==> config.mk <==
export PLATFORM = sky130hd
export DESIGN_NAME = fcm_front_flat
export DESIGN_NICKNAME = d
export VERILOG_FILES = /design/src/rtl/core/int8_fully_connected_mac_top_defines.svh /design/src/rtl/core/fcm_pkg.sv /design/src/rtl/core/fcm_channels.sv /design/src/rtl/core/fcm_front.sv /design/src/flat_wrapper.sv
export SDC_FILE = /design/constraint.sdc
export NUM_CORES = 1
export LEC_CHECK = 0
export ABC_AREA = 1
export ABC_CLOCK_PERIOD_IN_PS = 8300
export BUFFER_PORTS_ARGS = -buffer_cell sky130_fd_sc_hd__buf_2
export CORE_ASPECT_RATIO = 0.8
export CORE_MARGIN = 5
export CORE_UTILIZATION = 56
export CTS_CLUSTER_SIZE = 20
export DETAILED_ROUTE_END_ITERATION = 8
export PLACE_DENSITY = 0.83
export REMOVE_ABC_BUFFERS = 1
export SETUP_SLACK_MARGIN = 0.5
export SLEW_MARGIN = 10
export SYNTH_ARGS = -nofsm -noshare
export SYNTH_HDL_FRONTEND = slang
export SYNTH_SLANG_ARGS = --single-unit
==> constraint.sdc <==
create_clock -name clk -period 8.3 [get_ports clk]
set_clock_uncertainty 0.05 [all_clocks]
set_input_delay 0.415 -clock clk [delete_from_list [all_inputs] [get_ports clk]]
set_output_delay 0.415 -clock clk [all_outputs]
set_load 0.02 [all_outputs]
==> src/rtl/core/int8_fully_connected_mac_top_defines.svh <==
// Assertion macros shared by the int8 fully connected MAC core.
// No dependencies; included by the top level only.
`ifndef INT8_FULLY_CONNECTED_MAC_TOP_DEFINES_SVH
`define INT8_FULLY_CONNECTED_MAC_TOP_DEFINES_SVH

// same-cycle implication
`define FCM_ASSERT_IMPL(lbl, ck, rs, ante, cons) \
  lbl: assert property (@(posedge ck) disable iff (rs) (ante) |-> (cons)) \
    else $error("same-cycle check failed");

// next-cycle implication
`define FCM_ASSERT_NEXT(lbl, ck, rs, ante, cons) \
  lbl: assert property (@(posedge ck) disable iff (rs) (ante) |=> (cons)) \
    else $error("next-cycle check failed");

`endif

==> src/rtl/core/fcm_pkg.sv <==
// Shared types and constants for the int8 fully connected MAC core.
// No dependencies.
`default_nettype none

package fcm_pkg;

  localparam int CFG_DATA_W  = 8;
  localparam int CFG_INDEX_W = 2;

  localparam logic [CFG_INDEX_W-1:0] REG_INPUT_ZP  = 2'd0;
  localparam logic [CFG_INDEX_W-1:0] REG_OUTPUT_ZP = 2'd1;
  localparam logic [CFG_INDEX_W-1:0] REG_ACT_MIN   = 2'd2;
  localparam logic [CFG_INDEX_W-1:0] REG_ACT_MAX   = 2'd3;

  localparam logic signed [7:0]  INT8_MIN  = -8'sd128;
  localparam logic signed [7:0]  INT8_MAX  = 8'sd127;
  localparam logic signed [31:0] INT32_MIN = 32'sh8000_0000;
  localparam logic signed [31:0] INT32_MAX = 32'sh7fff_ffff;

  // rounding offsets of the doubling high multiply
  localparam logic signed [63:0] NUDGE_POS = 64'sd1073741824;
  localparam logic signed [63:0] NUDGE_NEG = -64'sd1073741823;

  // one finished row handed from front to back
  typedef struct packed {
    logic signed [31:0] acc;
    logic signed [31:0] bias;
    logic        [30:0] multiplier;
    logic signed [5:0]  shift;
    logic               last_channel;
  } row_job_t;

  typedef struct packed {
    logic full;
    logic empty;
  } q_status_t;

  typedef struct packed {
    logic busy;
  } bk_status_t;

  typedef struct packed {
    logic signed [7:0] output_zero_point;
    logic signed [7:0] act_min;
    logic signed [7:0] act_max;
  } clamp_cfg_t;

  typedef enum logic [2:0] {
    BK_IDLE,
    BK_LSH,
    BK_MUL,
    BK_RND,
    BK_DIV,
    BK_RSH,
    BK_OFS,
    BK_CLAMP
  } bk_state_t;

endpackage

`default_nettype wire

==> src/rtl/core/fcm_channels.sv <==
// Valid/ready channel interfaces for the int8 fully connected MAC core.
// No dependencies.
`default_nettype none

interface fcm_in_if;
  logic               valid;
  logic               ready;
  logic signed [7:0]  activation;
  logic signed [7:0]  weight;
  logic               last_in_row;
  logic signed [31:0] bias;
  logic        [30:0] multiplier;
  logic signed [5:0]  shift;
  logic               last_channel;

  modport source (output valid, activation, weight, last_in_row, bias, multiplier,
                  shift, last_channel, input ready);
  modport sink   (input valid, activation, weight, last_in_row, bias, multiplier,
                  shift, last_channel, output ready);
endinterface


`default_nettype wire

==> src/rtl/core/fcm_front.sv <==
// Front end: accepts requests, one MAC per cycle unless queue is full, hands rows on.
// Depends on fcm_pkg and fcm_in_if.
`default_nettype none

module fcm_front (
  input  logic              clk,
  input  logic              rst,
  input  logic signed [7:0] input_zero_point,
  fcm_in_if.sink            in_ch,
  input  fcm_pkg::q_status_t q_stat,
  output logic              push,
  output fcm_pkg::row_job_t push_job
);
  import fcm_pkg::*;

  logic signed [31:0] accumulator;
  logic signed [8:0]  diff;
  logic signed [16:0] prod;
  logic signed [31:0] acc_sum;
  logic               accept;

  assign in_ch.ready = !q_stat.full;
  assign accept      = in_ch.valid && in_ch.ready;

  assign diff    = {in_ch.activation[7], in_ch.activation}
                 - {input_zero_point[7], input_zero_point};
  assign prod    = diff * in_ch.weight;
  assign acc_sum = accumulator + 32'(prod);

  assign push = accept && in_ch.last_in_row;

  always_comb begin
    push_job.acc          = acc_sum;
    push_job.bias         = in_ch.bias;
    push_job.multiplier   = in_ch.multiplier;
    push_job.shift        = in_ch.shift;
    push_job.last_channel = in_ch.last_channel;
  end

  always_ff @(posedge clk) begin
    if (rst) begin
      accumulator <= '0;
    end else if (accept) begin
      accumulator <= in_ch.last_in_row ? 32'sd0 : acc_sum;
    end
  end

endmodule

`default_nettype wire

==> src/flat_wrapper.sv <==
// flat-port wrapper written by rule: the top's interface ports become plain ports
module fcm_front_flat import fcm_pkg::*;
  (clk, rst, input_zero_point, q_stat, push, push_job, in_ch_valid, in_ch_activation, in_ch_weight, in_ch_last_in_row, in_ch_bias, in_ch_multiplier, in_ch_shift, in_ch_last_channel, in_ch_ready);
  fcm_in_if in_ch_i ();
  input  logic clk;
  input  logic rst;
  input  logic signed [7:0] input_zero_point;
  input  fcm_pkg::q_status_t q_stat;
  output logic push;
  output fcm_pkg::row_job_t push_job;
  input wire logic [$bits(in_ch_i.valid)-1:0] in_ch_valid;
  input wire logic [$bits(in_ch_i.activation)-1:0] in_ch_activation;
  input wire logic [$bits(in_ch_i.weight)-1:0] in_ch_weight;
  input wire logic [$bits(in_ch_i.last_in_row)-1:0] in_ch_last_in_row;
  input wire logic [$bits(in_ch_i.bias)-1:0] in_ch_bias;
  input wire logic [$bits(in_ch_i.multiplier)-1:0] in_ch_multiplier;
  input wire logic [$bits(in_ch_i.shift)-1:0] in_ch_shift;
  input wire logic [$bits(in_ch_i.last_channel)-1:0] in_ch_last_channel;
  output wire logic [$bits(in_ch_i.ready)-1:0] in_ch_ready;
  assign in_ch_i.valid = in_ch_valid;
  assign in_ch_i.activation = in_ch_activation;
  assign in_ch_i.weight = in_ch_weight;
  assign in_ch_i.last_in_row = in_ch_last_in_row;
  assign in_ch_i.bias = in_ch_bias;
  assign in_ch_i.multiplier = in_ch_multiplier;
  assign in_ch_i.shift = in_ch_shift;
  assign in_ch_i.last_channel = in_ch_last_channel;
  assign in_ch_ready = in_ch_i.ready;
  fcm_front u_core (.clk(clk), .rst(rst), .input_zero_point(input_zero_point), .in_ch(in_ch_i), .q_stat(q_stat), .push(push), .push_job(push_job));
endmodule
==> reports/results.tsv <==
metric	value	unit
average size of a mapped cell	7.70	um2
post-synthesis cell area	8220	um2
minimum period implied by the final worst setup slack	7400	ps
number of gates resized after CTS	0	
count leader, synth	nand2_1	
GR Layer Usage met1	0.420	
Clock Pin Slew Worst Setup and Hold Paths	60	ps
category of the worst setup path capture point	output pin	
fraction of final layout cells with drive strength greater than 1	0.118	
cell taking the most area after synthesis	fa_1	
diodes inserted	0	
register area share after synthesis	0.0780	
met3 track utilization from global routing	0.185	
flops & latches, synth	32	
measured slew at the worst slew-check pin	866	ps
number of buffers added for setup after CTS	0	
first-iteration detailed-routing DRC count	529	
share of the synthesized area in the top cell type	0.336	
hpwl dp	20.4	mm
result of the run	finished, final reports clean	
Tot GR Track Use	0.289	
number of enable-type register cells in the synthesized netlist	0	
Longest Clk Path Bufs	2	
total routed wirelength	24.7	mm
area of the die	17200	um2
Vias	6786	
final hold vios	0	
Post-synth top cells	nand2_1, inv_1, fa_1, ha_1, nor2_1	
DRC violations left	0	
busiest metal layer after global routing	met1	
overall die width	145	um
library cell used as clock root buffer	clkbuf_16	
number of antenna violations at the first check in global routing	0	
number of hold buffers added after CTS	0	
largest registers	u_core.accumulator: 32 flops	
maximum number of pins on one net before global-route repair	35	
number of rows created at floorplan	39	
Synth Instances	1067	
first-pass GRT wire length	38.9	mm
met2 usage	0.363	
worst-skew pair later-pin latency	290	ps
fraction of registers with async set/reset	0	
Hold/Removal Path Class	flop to flop	
startpoint-to-endpoint class of the critical path	input port to output pin	
final setup vio count	0	
number of library cell types mapped by synthesis	38	
1st-pass router iterations	5	
via count of the first global-routing pass	6753	
number of buffers created by CTS	5	
number of max-capacitance violations reported	0	
GRT overflow	0	
required time of the worst setup path	7840	ps
clock tree from TritonCTS	done	
CTS H-tree lvls	2	
predominant post-synthesis flop cell	dfxtp_1	
Largest Register	u_core.accumulator	
final clock period utilization by the worst path	0.892	
Crit Path Max Fanout	19	
FMAX	0.135	GHz
signal arrival time at the worst endpoint	6940	ps
number of buffers added on ports	62	
standard cell core area	14300	um2
antenna-violating nets left	0	
detail-routed via count per cell	5.46	
number of placed I/O pins	204	
starting utilization of the core area	0.573	
leading cell types by total area after synthesis	fa_1, ha_1, nand2_1	
average routed wire per standard cell	19.9	um
sort of element at the start of the critical path	input port	
max FFs per register	32	
setup repair after global routing missed its margin	false	
Sinks on Clock Net	32	
count of fill cells added during filler insertion	1335	
gp weighted congestion	0.949	
Area Growth Syn to Fin	2.24	%
worst slew margin relative to its limit	0.422	
max-slew violation total from the final report	0	
die height	118	um
number of warnings reported in the yosys synthesis log	0	
total number of nets in the final design	1376	
sum of negative setup slack	0	ps
==> cells in the final DEF, fill, tap and decap left out, drive strengths merged, types with 5 or more instances in the layout <==
cell	n
nand2	272
inv	204
fa	138
nor2	82
ha	80
buf	66
a21oi	59
nand3	48
dfxtp	32
and2	17
xor2	9
xnor2	7
or2	7
clkbuf	7
nand4	5
nor3	5
o21ai	5
==> metrics by stage <==
| step | utilization | setup WS (ps) | hold slack, ps | cell area (um2) | std cells |
|---|---|---|---|---|---|
| 6_report | 0.586 | 899 | 416 | 8400 | 1242 |
| 5_1_grt | 0.586 | 559 | 438 | 8400 | 1242 |
| 4_1_cts | 0.586 | 976 | 417 | 8400 | 1242 |
| 3_5_place_dp | 0.575 | 997 | 408 | 8250 | 1235 |
| 3_3_place_gp | 0.575 | 1130 | 404 | 8250 | 1235 |
| 2_1_floorplan | - | 647 | 389 | 7640 | 985 |
==> layer usage <==
layer | vias to the layer above | share of wire | wire (um)
met2 | 403 | 0.37 | 9050
li1 | 3135 | - | -
met3 | 30 | 0.17 | 4150
met4 | 8 | 0.0083 | 205
met5 | - | 0.0093 | 230
met1 | 3210 | 0.45 | 11000
==> worst max-delay path, cell delays in order <==
cell,delay (ps)
buf_2,80
inv_1,30
ha_1,210
fa_1,440
o21ai_2,210
nand2_1,70
o211ai_1,100
or2_4,180
nand2_1,260
nor2_4,760
buf_4,290
fa_1,470
fa_1,510
fa_1,560
fa_1,420
ha_1,300
ha_1,360
nand2_1,140
inv_1,60
nand2_1,60
nand2_1,60
nand2_1,60
nand2_1,40
a21oi_1,300
nand2_1,100
nand2_1,90
and2_1,130
buf_2,160
==> path summary, 6_finish.rpt <==
| kind | from | endpoint | slack, ps | cells after the start |
|---|---|---|---|---|
| max | in_ch_activation[0] | push_job[101] | 900 | 28 |
| max reg2reg | u_core.accumulator[6] | u_core.accumulator[17] | 3690 | 18 |
| min reg2reg | u_core.accumulator[4] | u_core.accumulator[4] | 420 | 2 |
| min | u_core.accumulator[4] | u_core.accumulator[4] | 420 | 2 |
==> cell type report <==
type / instances / area, um2 / area share
flip-flops and latches: 32 / 641 / 0.0762
multi-input cells: 748 / 6260 / 0.745
clock buffers: 7 / 153 / 0.0182
repair buffers: 66 / 353 / 0.0420
well taps: 184 / 230 / 0.0274
inverters: 205 / 769 / 0.0916
==> cells by family (layout without fill, tap and decap cells) <==
kind of cell | after synthesis | in the layout | share of synthesized area
buf+inv | 287 | 278 | 0.164
fa+ha+maj | 218 | 218 | 0.458
compound gates | 71 | 71 | 0.0474
xor+xnor | 16 | 16 | 0.0198
simple gates | 443 | 443 | 0.233
flops | 32 | 32 | 0.0780
Power is not shown: default switching activity piles up to over one toggle a cycle in this logic, so the estimate is an artifact.
