[src/rtl/core/int8_fully_connected_mac_top_defines.svh]
// Assertion macros shared by the int8 fully connected MAC core.
// No dependencies; included by the top level only.
`ifndef INT8_FULLY_CONNECTED_MAC_TOP_DEFINES_SVH
`define INT8_FULLY_CONNECTED_MAC_TOP_DEFINES_SVH

// same-cycle implication
`define FCM_ASSERT_IMPL(lbl, ck, rs, ante, cons) \
  lbl: assert property (@(posedge ck) disable iff (rs) (ante) |-> (cons)) \
    else $error("same-cycle check failed");

// next-cycle implication
`define FCM_ASSERT_NEXT(lbl, ck, rs, ante, cons) \
  lbl: assert property (@(posedge ck) disable iff (rs) (ante) |=> (cons)) \
    else $error("next-cycle check failed");

`endif

[src/rtl/core/fcm_pkg.sv]
// Shared types and constants for the int8 fully connected MAC core.
// No dependencies.
`default_nettype none

package fcm_pkg;

  localparam int CFG_DATA_W  = 8;
  localparam int CFG_INDEX_W = 2;

  localparam logic [CFG_INDEX_W-1:0] REG_INPUT_ZP  = 2'd0;
  localparam logic [CFG_INDEX_W-1:0] REG_OUTPUT_ZP = 2'd1;
  localparam logic [CFG_INDEX_W-1:0] REG_ACT_MIN   = 2'd2;
  localparam logic [CFG_INDEX_W-1:0] REG_ACT_MAX   = 2'd3;

  localparam logic signed [7:0]  INT8_MIN  = -8'sd128;
  localparam logic signed [7:0]  INT8_MAX  = 8'sd127;
  localparam logic signed [31:0] INT32_MIN = 32'sh8000_0000;
  localparam logic signed [31:0] INT32_MAX = 32'sh7fff_ffff;

  // rounding offsets of the doubling high multiply
  localparam logic signed [63:0] NUDGE_POS = 64'sd1073741824;
  localparam logic signed [63:0] NUDGE_NEG = -64'sd1073741823;

  // one finished row handed from front to back
  typedef struct packed {
    logic signed [31:0] acc;
    logic signed [31:0] bias;
    logic        [30:0] multiplier;
    logic signed [5:0]  shift;
    logic               last_channel;
  } row_job_t;

  typedef struct packed {
    logic full;
    logic empty;
  } q_status_t;

  typedef struct packed {
    logic busy;
  } bk_status_t;

  typedef struct packed {
    logic signed [7:0] output_zero_point;
    logic signed [7:0] act_min;
    logic signed [7:0] act_max;
  } clamp_cfg_t;

  typedef enum logic [2:0] {
    BK_IDLE,
    BK_LSH,
    BK_MUL,
    BK_RND,
    BK_DIV,
    BK_RSH,
    BK_OFS,
    BK_CLAMP
  } bk_state_t;

endpackage

`default_nettype wire

[src/rtl/core/fcm_queue.sv]
// Small FIFO of finished rows between front and back end.
// Depends on fcm_pkg.
`default_nettype none

module fcm_queue #(
  parameter int DEPTH = 2
) (
  input  logic               clk,
  input  logic               rst,
  input  logic               push,
  input  fcm_pkg::row_job_t  push_job,
  input  logic               pop,
  output fcm_pkg::row_job_t  head,
  output fcm_pkg::q_status_t q_stat
);
  import fcm_pkg::*;

  localparam int IDX_W = $clog2(DEPTH);
  localparam int CNT_W = $clog2(DEPTH + 1);

  row_job_t           entries [DEPTH];
  logic [IDX_W-1:0]   wr_ptr;
  logic [IDX_W-1:0]   rd_ptr;
  logic [CNT_W-1:0]   count;

  assign head         = entries[rd_ptr];
  assign q_stat.full  = (count == CNT_W'(DEPTH));
  assign q_stat.empty = (count == '0);

  always_ff @(posedge clk) begin
    if (push) begin
      entries[wr_ptr] <= push_job;
    end
  end

  always_ff @(posedge clk) begin
    if (rst) begin
      wr_ptr <= '0;
      rd_ptr <= '0;
      count  <= '0;
    end else begin
      if (push) begin
        wr_ptr <= (wr_ptr == IDX_W'(DEPTH - 1)) ? '0 : wr_ptr + 1'b1;
      end
      if (pop) begin
        rd_ptr <= (rd_ptr == IDX_W'(DEPTH - 1)) ? '0 : rd_ptr + 1'b1;
      end
      if (push && !pop) begin
        count <= count + 1'b1;
      end else if (pop && !push) begin
        count <= count - 1'b1;
      end
    end
  end

endmodule

`default_nettype wire

[config.mk]
export PLATFORM = sky130hd
export DESIGN_NAME = fcm_queue
export DESIGN_NICKNAME = d
export VERILOG_FILES = /design/src/rtl/core/int8_fully_connected_mac_top_defines.svh /design/src/rtl/core/fcm_pkg.sv /design/src/rtl/core/fcm_queue.sv
export SDC_FILE = /design/constraint.sdc
export NUM_CORES = 1
export LEC_CHECK = 0
export BUFFER_PORTS_ARGS = -buffer_cell sky130_fd_sc_hd__buf_2
export CORE_ASPECT_RATIO = 1.5
export CORE_MARGIN = 3
export CORE_UTILIZATION = 35
export DETAILED_ROUTE_END_ITERATION = 7
export GPL_ROUTABILITY_DRIVEN = 0
export PLACE_DENSITY = 0.64
export SETUP_SLACK_MARGIN = 0.05
export SYNTH_ARGS = -nofsm -noshare
export SYNTH_HDL_FRONTEND = slang
export SYNTH_SLANG_ARGS = --single-unit
export TNS_END_PERCENT = 100
[constraint.sdc]
create_clock -name clk -period 9 [get_ports clk]
set_input_delay 1.35 -clock clk [delete_from_list [all_inputs] [get_ports clk]]
set_output_delay 1.35 -clock clk [all_outputs]
set_load 0.01 [all_outputs]
==> flow_metrics.tcl, run 1 <==
set metrics [dict create \
    start_util 0.3591 \
    critPathCaptureType "output pin" \
    critical_path_peak_fanout 52 \
    route.detailed.vias_per_inst 4.623 \
    clk_lat_worst_skew_ns 0.48 \
    worst-r2r-cell-count 2 \
    cts_tree "done" \
    design_area_um2 9574 \
    post_synthesis_register_bit_count 209 \
    maxCapViolCount 0 \
    timing.critical_path.from_type "register" \
    dr_total_vias 3902 \
    worstMarginPinSlew_ns 1.122 \
    detailedPlacementHpwl_um 9982 \
    layout-area-overhead-vs-synth_pct 26.08 \
    intPower_mw 1.754 \
    worst_r2r_startpoint "wr_ptr" \
    run_status "completed" \
    syn_area_per_cell_um2 22.40 \
    die-height_um 186.4 \
    final.setup_skew_ns 0.006953 \
    finalSetupViolCount 0 \
    final.setup.tns_ns 0 \
    period_minus_slack_ns 3.950 \
    cellPowerDensity_nw_per_um2 232.7 \
    drc 0 \
    io_pins 210 \
    pwr-share-clk 0.380 \
    min-delay-start "rd_ptr" \
    fraction_of_layout_cells_with_a_size_suffix_above_1 0.6042 \
    ys_types 16 \
    crit_type "reg2out" \
    antenna_found_initial 0 \
    fp-row-count 65 \
    route.final.wire_length_um 14990 \
    grt-ovfl-total 0 \
    num-fill-cells 1883 \
    switching_share 0.2125 \
    timing.slew.headroom 0.2502 \
    achievable-frequency_ghz 0.2532 \
    fin_crit_sh 0.4389 \
    postSynthCellCount 339 \
    die_outline_area_um2 23540 \
    report.final.hold_viol_count 0 \
    grt_pass1_vias 4430 \
    fin_nets 669 \
    die_w_um 126.3 \
    cp.required_ns 7.65 \
    port-buffer-count 209 \
    hold_path_depth 2 \
    core_area_um2 21150 \
    grt_use_total 0.1253 \
    hold_buffers 0 \
    cts.clk_slew.worst_paths_ns 0.06 \
    critPathArrivalTime_ns 2.60 \
    syn-num-nets 446 \
    r2r_setup_slack_ns 6.47 \
    layout_commonest_cell "buf_2" \
    stdcell_count 844 \
    yosysSeqAreaShare 0.8199 \
    clock_sinks 209 \
    dr.first_iter.drc_count 193 \
    post_synth_instance_area_um2 7594 \
    ir_drop_mv 0.1558 \
    numCtsBuffers 20 \
    static-leakage-power_nw 3.565 \
    sequential_power_share 0.520 \
    report.power.total_mw 2.228 \
    grt_pass1_wl_um 23490 \
    leading_cell_types_in_the_layout_fill_and_taps_excluded "209 x buf_2, 204 x edfxtp_1, 102 x mux2_2, 21 x clkbuf_16, 5 x nor2_1" \
    worst_hold_path_type "reg2reg" \
    rsz0062_at_grt "no" \
    pin_count_of_the_biggest_net_entering_global_routing 66 \
    post_place_cell_area_um2 8900 \
    antenna_cells_inserted 0 \
    cts_root_buf "clkbuf_16" \
    cts_buffer_depth 3 \
    post-place-cells 808 \
    power.net_switching_mw 0.4733 \
    drt-wirelength-per-cell_um 17.76 \
    slew_viol_final 0 \
    combinational_group_share_of_total_power 0.100 \
    postCtsResizedCells 0 \
    synth.yosys.warnings 0 \
    rr_endpoint "entries[0][98]" \
    cts_htree_levels 1 \
    detail-route-antenna-nets 0 \
    drtPass1Iterations 4 \
    cts_setup_buffers 0 \
]
cells in the mapped netlist:
master,number,area (um2)
ha_1,1,12.51
xnor2_1,2,17.52
and2_1,1,6.260
buf_2,2,10.01
edfxtp_1,204,6126
dfxtp_1,5,100.1
and2b_2,1,8.760
o21ai_0,1,5.000
xor2_1,2,17.52
or3_1,1,6.260
buf_6,9,101.4
a21oi_1,1,5.000
nor2b_1,1,6.260
nor2_1,5,18.77
inv_1,1,3.750
mux2_2,102,1149
through the flow:
| stage | util | setup slack, ns | hold slack [ns] |
|---|---|---|---|
| after floorplan | - | 2.636 | 0.4614 |
| after global placement | 0.4209 | 5.336 | 0.4824 |
| after detailed placement | 0.4209 | 5.212 | 0.5087 |
| after CTS | 0.4528 | 4.982 | 0.5248 |
| after global routing | 0.4528 | 4.898 | 0.5660 |
| final | 0.4528 | 5.050 | 0.5227 |
layout make-up:
cell class              instances  area [um2]  area share
inverters                       1       3.754   0.0003921
well taps                     268       335.3     0.03502
clock buffers                  24       536.8     0.05606
flip-flops and latches        209        6230      0.6507
clock inverters                12       137.6     0.01438
multi-input cells             118        1262      0.1319
repair buffers                212        1069      0.1116
kinds of logic (layout without fill, tap and decap cells):
kind of cell | Yosys count | in the layout | synth area share
muxes | 102 | 102 | 0.1513
and+or+nand+nor | 9 | 9 | 0.006099
AOI/OAI and AO/OA | 2 | 2 | 0.001317
DFF | 209 | 209 | 0.8199
adders and majority gates | 1 | 1 | 0.001647
buffers and inverters | 12 | 249 | 0.01516
xor gates and xnor gates | 4 | 4 | 0.004614
worst max path at each step:
stage,startpoint,to,slack [ns]
detailed placement,push,entries[0][51],5.21
global placement,push,entries[0][45],5.34
floorplan,push,entries[0][0],2.64
CTS,register,head[38],4.98
finish,register,head[19],5.05
global route,register,head[18],4.90
state kept, by name (all words and copies together), names as in the netlist, named ones only:
register  cells
count         2
rd_ptr        1
entries     204
wr_ptr        1
power groups by stage:
stage	logic (mW)	clock network [mW]	registers, mW
finish	0.222	0.848	1.16
global route	0.241	0.919	1.16
CTS	0.228	0.879	1.16
detailed placement	0.227	0	1.18
global placement	0.222	0	1.18
floorplan	0.137	0	1.17
critical path, cell delays in order (launching register included):
cell and delay (ns):
dfxtp_4 0.78, buf_4 0.65, mux2_2 0.41, buf_2 0.15
per-layer routing:
metal  part of all wire  vias up  track usage  routed length (um)
li1                   -     1785            -                   -
met1               0.34     1963       0.1252                5027
met2               0.58      131       0.2481                8637
met3              0.068       23      0.03007                1017
met4              0.021        0      0.04005                 310
met5                  0        -            0                   0
Note: power is estimated with default switching activity, not from simulation.
==> run 2, diff against run 1 <==
--- a/config.mk
+++ b/config.mk
@@ -11,7 +11,7 @@
 export CORE_UTILIZATION = 35
 export DETAILED_ROUTE_END_ITERATION = 7
 export GPL_ROUTABILITY_DRIVEN = 0
-export PLACE_DENSITY = 0.64
+export PLACE_DENSITY = 0.66
 export SETUP_SLACK_MARGIN = 0.05
 export SYNTH_ARGS = -nofsm -noshare
 export SYNTH_HDL_FRONTEND = slang
==> constraint.sdc (replaced) <==
create_clock -name clk -period 3.5 [get_ports clk]
set_input_delay 0.525 -clock clk [delete_from_list [all_inputs] [get_ports clk]]
set_output_delay 0.525 -clock clk [all_outputs]
set_load 0.01 [all_outputs]
==> flow_metrics.tcl, run 2 (synthesis gave the netlist of run 1 again) <==
set metrics [dict create \
    cellPowerDensity_nw_per_um2 565.4 \
    num-fill-cells 1872 \
    numCtsBuffers 19 \
    drtPass1Iterations 4 \
    crit_buf_inv 2 \
    clk_lat_worst_skew_ns 0.47 \
    cts_htree_levels 1 \
    cpLargestDelayFamily "flip-flops" \
    stdcell_count 841 \
    io_pins 210 \
    report.power.total_mw 5.352 \
    critical-path-max-stage-delay_ns 0.74 \
    detail-route-antenna-nets 0 \
    min-delay-start "push_job[91]" \
    worstPathCellList "buf_12, mux2_2, buf_2" \
    finalSetupViolCount 0 \
    report.final.hold_viol_count 0 \
    crit_type "reg2out" \
    multi_input_area_um2 1262 \
    grt_pass1_wl_um 22250 \
    port-buffer-count 209 \
    critPathArrivalTime_ns 2.20 \
    fraction_of_layout_cells_with_a_size_suffix_above_1 0.6021 \
    hold_buffers 0 \
    antenna_cells_inserted 0 \
    max_ffs_per_register 204 \
    worstMarginPinSlew_ns 0.7748 \
    worst_hold_path_type "in2reg" \
    intPower_mw 4.186 \
    layout.core_utilization 0.4476 \
    final.setup_skew_ns 0.008020 \
    die_outline_area_um2 23540 \
    crit_path_top_delay_cell "dfxtp_4" \
    critPathCaptureType "output pin" \
    r2r_setup_slack_ns 1.72 \
    period_minus_slack_ns 2.723 \
    biggest_registers_after_layout "entries x204, count x2" \
    drc 0 \
    core_area_um2 21150 \
    antenna_found_initial 3 \
    timing.critical_path.from_type "register" \
    fp-row-count 65 \
    fin_crit_sh 0.7779 \
    post-place-cells 809 \
    post_place_cell_area_um2 8932 \
    clock_sinks 209 \
    timing.slew.headroom 0.4835 \
    grt_pass1_vias 4258 \
    sequential_power_share 0.556 \
    cts.clk_slew.worst_paths_ns 0.06 \
    maxCapViolCount 0 \
    postCtsResizedCells 0 \
    layout-area-overhead-vs-synth_pct 24.65 \
    worst_r2r_startpoint "wr_ptr" \
    slew_viol_final 0 \
    grt_use_total 0.1173 \
    leading_cell_types_in_the_layout_fill_and_taps_excluded "209 x buf_2, 204 x edfxtp_1, 102 x mux2_2, 19 x clkbuf_16, 7 x clkinv_2" \
    run_status "completed" \
    rsz0062_at_grt "no" \
    die_w_um 126.3 \
    final.setup.tns_ns 0 \
    fin_nets 669 \
    achievable-frequency_ghz 0.3673 \
    cts_tree "done" \
    critical_path_peak_fanout 57 \
    layout_commonest_cell "buf_2" \
    combinational_group_share_of_total_power 0.107 \
    static-leakage-power_nw 3.517 \
    cts_root_buf "clkbuf_16" \
    start_util 0.3591 \
    final-seq-area_um2 6230 \
    pwr-share-clk 0.337 \
    dr_total_vias 3870 \
    drt-wirelength-per-cell_um 17.05 \
    route.final.wire_length_um 14340 \
    power.net_switching_mw 1.166 \
    route.detailed.vias_per_inst 4.602 \
    design_area_um2 9465 \
    registers.top_by_ff_count "entries" \
    cts_buffer_depth 3 \
    cp.required_ns 2.97 \
    switching_share 0.2179 \
    pin_count_of_the_biggest_net_entering_global_routing 58 \
    ir_drop_mv 0.4971 \
    detailedPlacementHpwl_um 9963 \
    cts_setup_buffers 0 \
    die-height_um 186.4 \
    grt-ovfl-total 0 \
    dr.first_iter.drc_count 167 \
]
run 2: layout make-up:
type,instances,share of cell area
Sequential cell,209,0.6582
Multi-Input combinational cell,118,0.1334
Timing Repair Buffer,213,0.1163
Clock buffer,21,0.05102
Tap cell,268,0.03543
Clock inverter,11,0.005288
Inverter,1,0.0003966
run 2: routing by layer:
layer  global-route usage  wire [um]
met2               0.2257       8052
met5                    0         38
met1               0.1183       4815
met3              0.03866       1146
met4              0.03344        281
run 2: power by group through the flow:
| stage | combinational, mW | sequential (mW) | clock (mW) |
|---|---|---|---|
| floorplan | 0.353 | 3.01 | 0 |
| global placement | 0.572 | 3.02 | 0 |
| detailed placement | 0.585 | 3.03 | 0 |
| CTS | 0.589 | 2.98 | 1.88 |
| global route | 0.622 | 2.99 | 1.97 |
| finish | 0.573 | 2.97 | 1.80 |
run 2: path summary, 6_finish.rpt:
check	endpoint	cells past startpoint
worst max register to register	entries[1][50]	2
worst min-delay path	entries[1][91]	1
worst max-delay path	head[82]	3
worst min register to register	count[1]	2
run 2: per-stage QoR:
step | setup slack [ns] | hold WS, ns
6_report | 0.7772 | 0.2397
5_1_grt | 0.6552 | 0.2217
4_1_cts | 0.7174 | 0.2109
3_5_place_dp | 1.248 | 0.4950
3_3_place_gp | 1.267 | 0.4779
2_1_floorplan | 0.1597 | 0.4614
